<file path="src/design/positional_deque_assert.svh">
`ifndef POSITIONAL_DEQUE_ASSERT_SVH
`define POSITIONAL_DEQUE_ASSERT_SVH

// Check on the cycle after the antecedent.
`define PD_ASSERT_NEXT(lbl, ante, cons, msg) \
  lbl: assert property (@(posedge clk) disable iff (!rst_n) (ante) |=> (cons)) \
    else $error(msg);

// Check in the same cycle as the antecedent.
`define PD_ASSERT_NOW(lbl, ante, cons, msg) \
  lbl: assert property (@(posedge clk) disable iff (!rst_n) (ante) |-> (cons)) \
    else $error(msg);

`endif

</file>
<file path="src/design/pd_pkg.sv">
`default_nettype none
package pd_pkg;

  localparam int CAPACITY_DEF = 256;

  localparam logic [2:0] CMD_PUSH_FRONT = 3'd0;
  localparam logic [2:0] CMD_PUSH_BACK  = 3'd1;
  localparam logic [2:0] CMD_POP_FRONT  = 3'd2;
  localparam logic [2:0] CMD_POP_BACK   = 3'd3;
  localparam logic [2:0] CMD_INSERT     = 3'd4;
  localparam logic [2:0] CMD_DELETE     = 3'd5;
  localparam logic [2:0] CMD_REVERSE    = 3'd6;

  localparam logic [1:0] ST_DONE    = 2'd0;
  localparam logic [1:0] ST_EMPTY   = 2'd1;
  localparam logic [1:0] ST_BAD_POS = 2'd2;
  localparam logic [1:0] ST_FULL    = 2'd3;

  typedef enum logic [1:0] {
    K_UPDATE    = 2'd0,
    K_ADD_FIRST = 2'd1,
    K_INSERT    = 2'd2,
    K_DELETE    = 2'd3
  } pd_kind_t;

  typedef struct packed {
    logic load;
    logic exec;
    logic shift_rd;
    logic shift_wr;
    logic finish;
    logic rd_first;
    logic rd_last;
    logic rd_back;
    logic out_load;
  } pd_cmd_t;

  typedef struct packed {
    pd_kind_t kind;
    logic     shift_more;
    logic     empty;
  } pd_stat_t;

endpackage
`default_nettype wire

</file>
<file path="src/design/pd_ctrl.sv">
`default_nettype none
`include "positional_deque_assert.svh"
module pd_ctrl import pd_pkg::*; (
  input  wire      clk,
  input  wire      rst_n,
  input  wire      in_tvalid,
  output logic     in_tready,
  output logic     out_tvalid,
  input  wire      out_tready,
  output pd_cmd_t  cmd_o,
  input  pd_stat_t stat_i
);

  typedef enum logic [9:0] {
    S_IDLE     = 10'b0000000001,
    S_EXEC     = 10'b0000000010,
    S_LOOP     = 10'b0000000100,
    S_SH_RD    = 10'b0000001000,
    S_SH_WR    = 10'b0000010000,
    S_FIN      = 10'b0000100000,
    S_RD_FIRST = 10'b0001000000,
    S_RD_LAST  = 10'b0010000000,
    S_RD_BACK  = 10'b0100000000,
    S_OUT      = 10'b1000000000
  } state_t;

  state_t state_r, state_nxt;
  logic   out_valid_r, out_valid_nxt;

  always_comb begin
    state_nxt = state_r;
    cmd_o     = '0;
    in_tready = 1'b0;
    unique case (state_r)
      S_IDLE: begin
        in_tready = 1'b1;
        if (in_tvalid) begin
          cmd_o.load = 1'b1;
          state_nxt  = S_EXEC;
        end
      end
      S_EXEC: begin
        cmd_o.exec = 1'b1;
        if (stat_i.kind == K_INSERT || stat_i.kind == K_DELETE) state_nxt = S_LOOP;
        else state_nxt = S_RD_FIRST;
      end
      S_LOOP:  state_nxt = stat_i.shift_more ? S_SH_RD : S_FIN;
      S_SH_RD: begin
        cmd_o.shift_rd = 1'b1;
        state_nxt      = S_SH_WR;
      end
      S_SH_WR: begin
        cmd_o.shift_wr = 1'b1;
        state_nxt      = S_LOOP;
      end
      S_FIN: begin
        cmd_o.finish = 1'b1;
        state_nxt    = S_RD_FIRST;
      end
      S_RD_FIRST: begin
        if (stat_i.empty) begin
          state_nxt = S_OUT;
        end else begin
          cmd_o.rd_first = 1'b1;
          state_nxt      = S_RD_LAST;
        end
      end
      S_RD_LAST: begin
        cmd_o.rd_last = 1'b1;
        state_nxt     = S_RD_BACK;
      end
      S_RD_BACK: begin
        cmd_o.rd_back = 1'b1;
        state_nxt     = S_OUT;
      end
      S_OUT: begin
        if (!out_valid_r || out_tready) begin
          cmd_o.out_load = 1'b1;
          state_nxt      = S_IDLE;
        end
      end
      default: state_nxt = S_IDLE;
    endcase
  end

  always_comb begin
    out_valid_nxt = out_valid_r;
    if (out_valid_r && out_tready) out_valid_nxt = 1'b0;
    if (cmd_o.out_load) out_valid_nxt = 1'b1;
  end

  always_ff @(posedge clk) begin
    if (!rst_n) begin
      state_r     <= S_IDLE;
      out_valid_r <= 1'b0;
    end else begin
      state_r     <= state_nxt;
      out_valid_r <= out_valid_nxt;
    end
  end

  assign out_tvalid = out_valid_r;

  `PD_ASSERT_NEXT(a_accept_exec, in_tvalid && in_tready, state_r == S_EXEC, "accept not followed by execute")
  `PD_ASSERT_NEXT(a_read_write, state_r == S_SH_RD, state_r == S_SH_WR, "shift read without write")
  `PD_ASSERT_NEXT(a_load_valid, cmd_o.out_load, out_tvalid, "result load lost")

endmodule
`default_nettype wire

</file>
<file path="config.mk">
export PLATFORM = sky130hd
export DESIGN_NAME = pd_ctrl
export DESIGN_NICKNAME = d
export VERILOG_FILES = /design/src/design/pd_pkg.sv /design/src/design/pd_ctrl.sv
export VERILOG_INCLUDE_DIRS = /design/src /design/src/design
export SDC_FILE = /design/constraint.sdc
export NUM_CORES = 1
export LEC_CHECK = 0
export ABC_AREA = 1
export BUFFER_PORTS_ARGS = -buffer_cell sky130_fd_sc_hd__buf_2
export CAP_MARGIN = 5
export CELL_PAD_IN_SITES_DETAIL_PLACEMENT = 1
export CELL_PAD_IN_SITES_GLOBAL_PLACEMENT = 1
export CORE_UTILIZATION = 32
export DETAILED_ROUTE_END_ITERATION = 10
export PLACE_DENSITY_LB_ADDON = 0.1
export RECOVER_POWER = 50
export SLEW_MARGIN = 20
export SYNTH_ARGS = -nofsm -noshare
export SYNTH_HDL_FRONTEND = slang
export SYNTH_SLANG_ARGS = --single-unit
</file>
<file path="constraint.sdc">
create_clock -name clk -period 1.03 [get_ports clk]
set_input_delay 0.103 -clock clk [delete_from_list [all_inputs] [get_ports clk]]
set_output_delay 0.103 -clock clk [all_outputs]
set_load 0.01 [all_outputs]
</file>
==> run_results.csv <==
group,metric,value,unit
yosys,syn_nets,124,
final_layout,fillers,292,
final_layout,final_cell_mix,"nor2_1, buf_4, inv_1",
setup_path,cp-end-kind,"output pin",
final_layout,stdcell_count,187,
yosys,ys_seq_area_share,28.66,%
route,final_antenna_net_count,0,
worst_hold_path,hp-class,"input pin to flip-flop",
final_layout,final_common_cell,"nor2_1",
timing,hold_violations,0,
setup_path,crit_arrival,1.34,ns
route,dr.pass1.iters,4,
clock_tree,worstSkewPairLatency,0.27,ns
yosys,synthDistinctLibCells,23,
final_layout,diodes,0,
route,via_count,881,
route,wirelength,2.276,mm
final_layout,syn_to_final_growth,60.59,%
setup_path,timing.rr.start,"state_r[3]$_SDFFE_PN0P_",
placement,dpl-instance-area,1013,µm²
floorplan,pin_count,19,
setup_path,cp.required,0.93,ns
timing,rsz0062_at_grt,"yes",
yosys,synth_warnings,0,
setup_path,path_class,"flip-flop to output pin",
placement,routabilityCongestion,0.8241,
final_layout,drive_gt1_share,55.35,%
global_routing,grt_util_all_layers,20.02,%
run_status,violations,"setup timing",
power,power_leakage,0.6209,nW
run_status,outcome,"finished, violations left",
yosys,synthesis.area,768.2,µm²
power,ir_drop,0.9312,mV
clock_tree,root_buffer,"clkbuf_4",
timing,timing.fmax,0.6949,GHz
route,wl_per_cell,12.17,µm
power,power_frac_seq,38.1,%
floorplan,initial_utilization,34.40,%
timing,skew,0.004712,ns
global_routing,grt-ovfl-total,0,
timing,fin_crit_sh,139.7,%
floorplan,die_x,51.00,µm
setup_path,cp-startpoint,"state_r[7]$_SDFFE_PN0P_",
clock_tree,h-tree-depth,1,
clock_tree,clock-sinks,11,
power,clkPwrFrac,25.1,%
final_layout,final_core_util,55.24,%
floorplan,die_area,2600,µm²
clock_tree,clk_path_buf_depth,2,
route,post_drt_via_cell_ratio,4.711,
power,combPwrFrac,36.8,%
setup_path,cp_max_fo,4,
timing,slew_violations,0,
route,drc,0,
timing,tightest_slew,0.3801,ns
global_routing,grt_pass1_wl,3.843,mm
timing,min_period,1.439,ns
clock_tree,cts_made_buffers,3,
placement,place_ws,-0.1884,ns
route,drt_iter0_markers,8,
timing,setup_viol,19,
flow_run,drv_cap,0,
floorplan,rows,17,
yosys,synthCells,116,
floorplan,core_area,2233,µm²
power,p_sw,0.4379,mW
final_layout,design_area,1234,µm²
placement,dp_hpwl,1.748,mm
timing,setup_ws,-0.4091,ns
floorplan,die_y,51.00,µm
power,switching_share,35.84,%
setup_path,critPathLaunchType,"flip-flop",
clock_tree,clk_pin_slew,0.08,ns
clock_tree,cts_tree,"done",
yosys,yosys_register_bits,11,
global_routing,antenna_found_initial,0,
placement,dpl.cell_count,175,
global_routing,grt_pass1_vias,891,
final_layout,nets,168,
placement,io_buffers,17,
power,cellPowerDensity,990.4,nW/µm²
timing,slew_headroom,74.50,%
power,p_int,0.7839,mW
global_routing,grt_max_degree,10,
yosys,syn_avg_cell_area,6.623,µm²
worst_hold_path,hp-start,"in_tvalid",
-- critical path, stage by stage, from the launching register on --
cell	delay [ns]
dfxtp_4	0.36
nor2_4	0.13
nand2_4	0.09
nor2_4	0.17
nand3_2	0.08
nor2_2	0.10
buf_2	0.13
-- area by class of cell --
| type | count | area [µm²] | share of cell area [%] |
|---|---|---|---|
| clock buffer | 3 | 22.52 | 1.826 |
| clock inverter | 1 | 5.005 | 0.4057 |
| inverter | 25 | 103.9 | 8.418 |
| multi-input combinational | 79 | 545.5 | 44.22 |
| sequential | 11 | 240.2 | 19.47 |
| tap | 28 | 35.03 | 2.840 |
| timing repair buffer | 40 | 281.5 | 22.82 |
-- per-layer routing --
layer	part of all wire, %	GRT usage, %	up-vias	wire (µm)
li1	-	-	450	-
met1	45	21.88	412	1020
met2	52	37.94	17	1186
met3	2.6	5.357	2	59
met4	0.44	4.167	0	10
met5	0	0	-	0
-- power groups by stage --
| stage | logic, mW | clock network (mW) | registers, mW |
|---|---|---|---|
| floorplan | 0.231 | 0 | 0.475 |
| global placement | 0.343 | 0 | 0.477 |
| detailed placement | 0.351 | 0 | 0.477 |
| CTS | 0.414 | 0.326 | 0.466 |
| global route | 0.489 | 0.346 | 0.468 |
| finish | 0.449 | 0.307 | 0.466 |
-- state kept, by name, indices dropped and copies added, names as in the netlist --
register and flops:
state_r 10, out_tvalid 1
-- metrics by stage --
stage | TNS, ns | hold WS [ns] | total power, mW
floorplan | -0.2657 | 0.1748 | 0.7065
global placement | -1.355 | 0.2777 | 0.8194
detailed placement | -1.640 | 0.2802 | 0.8273
CTS | -4.859 | 0.09034 | 1.206
global route | -6.285 | 0.1001 | 1.303
finish | -4.657 | 0.1040 | 1.222
-- cell usage after synthesis (all sizes together) --
master	instances	area [µm²]
nand4	5	37.53
nor2	35	176.4
clkinv	1	3.750
nor3	4	20.02
nand3	15	80.08
nand3b	1	7.510
o21ai	3	15.01
nand2	12	70.07
buf	1	7.510
dfxtp	11	220.2
nor3b	3	32.53
a21oi	1	5.000
inv	24	92.60
-- cell families (layout without fill, tap and decap cells) --
family | count (synthesis) | after routing | share of synthesized area [%]
AO/OA/AOI/OAI | 4 | 4 | 2.605
AND/OR/NAND/NOR | 75 | 75 | 55.21
flip-flops | 11 | 11 | 28.66
buffers and inverters | 26 | 69 | 13.52
-- timing repair --
| item | in CTS | in global routing |
|---|---|---|
| hold buffers | 1 | 0 |
| gates resized for setup | 16 | 16 |
| buffers inserted | 4 | 3 |
| pin swaps | 12 | 11 |
| setup endpoints to repair | 19 | 20 |
| endpoints found under the hold margin | 1 | 0 |
| cloned | 0 | 0 |
-- worst paths after layout --
| kind | depth (start not counted) | slack, ns | endpoint |
|---|---|---|---|
| worst max-delay path | 6 | -0.41 | cmd_o[0] |
| worst min-delay path | 3 | 0.10 | state_r[1]$_SDFFE_PN0P_ |
| worst min register to register | 4 | 0.59 | out_tvalid$_SDFFE_PN0P_ |
| worst max register to register | 9 | -0.25 | state_r[0]$_SDFFE_PN1P_ |
Note: power is estimated with default switching activity, not from simulation.
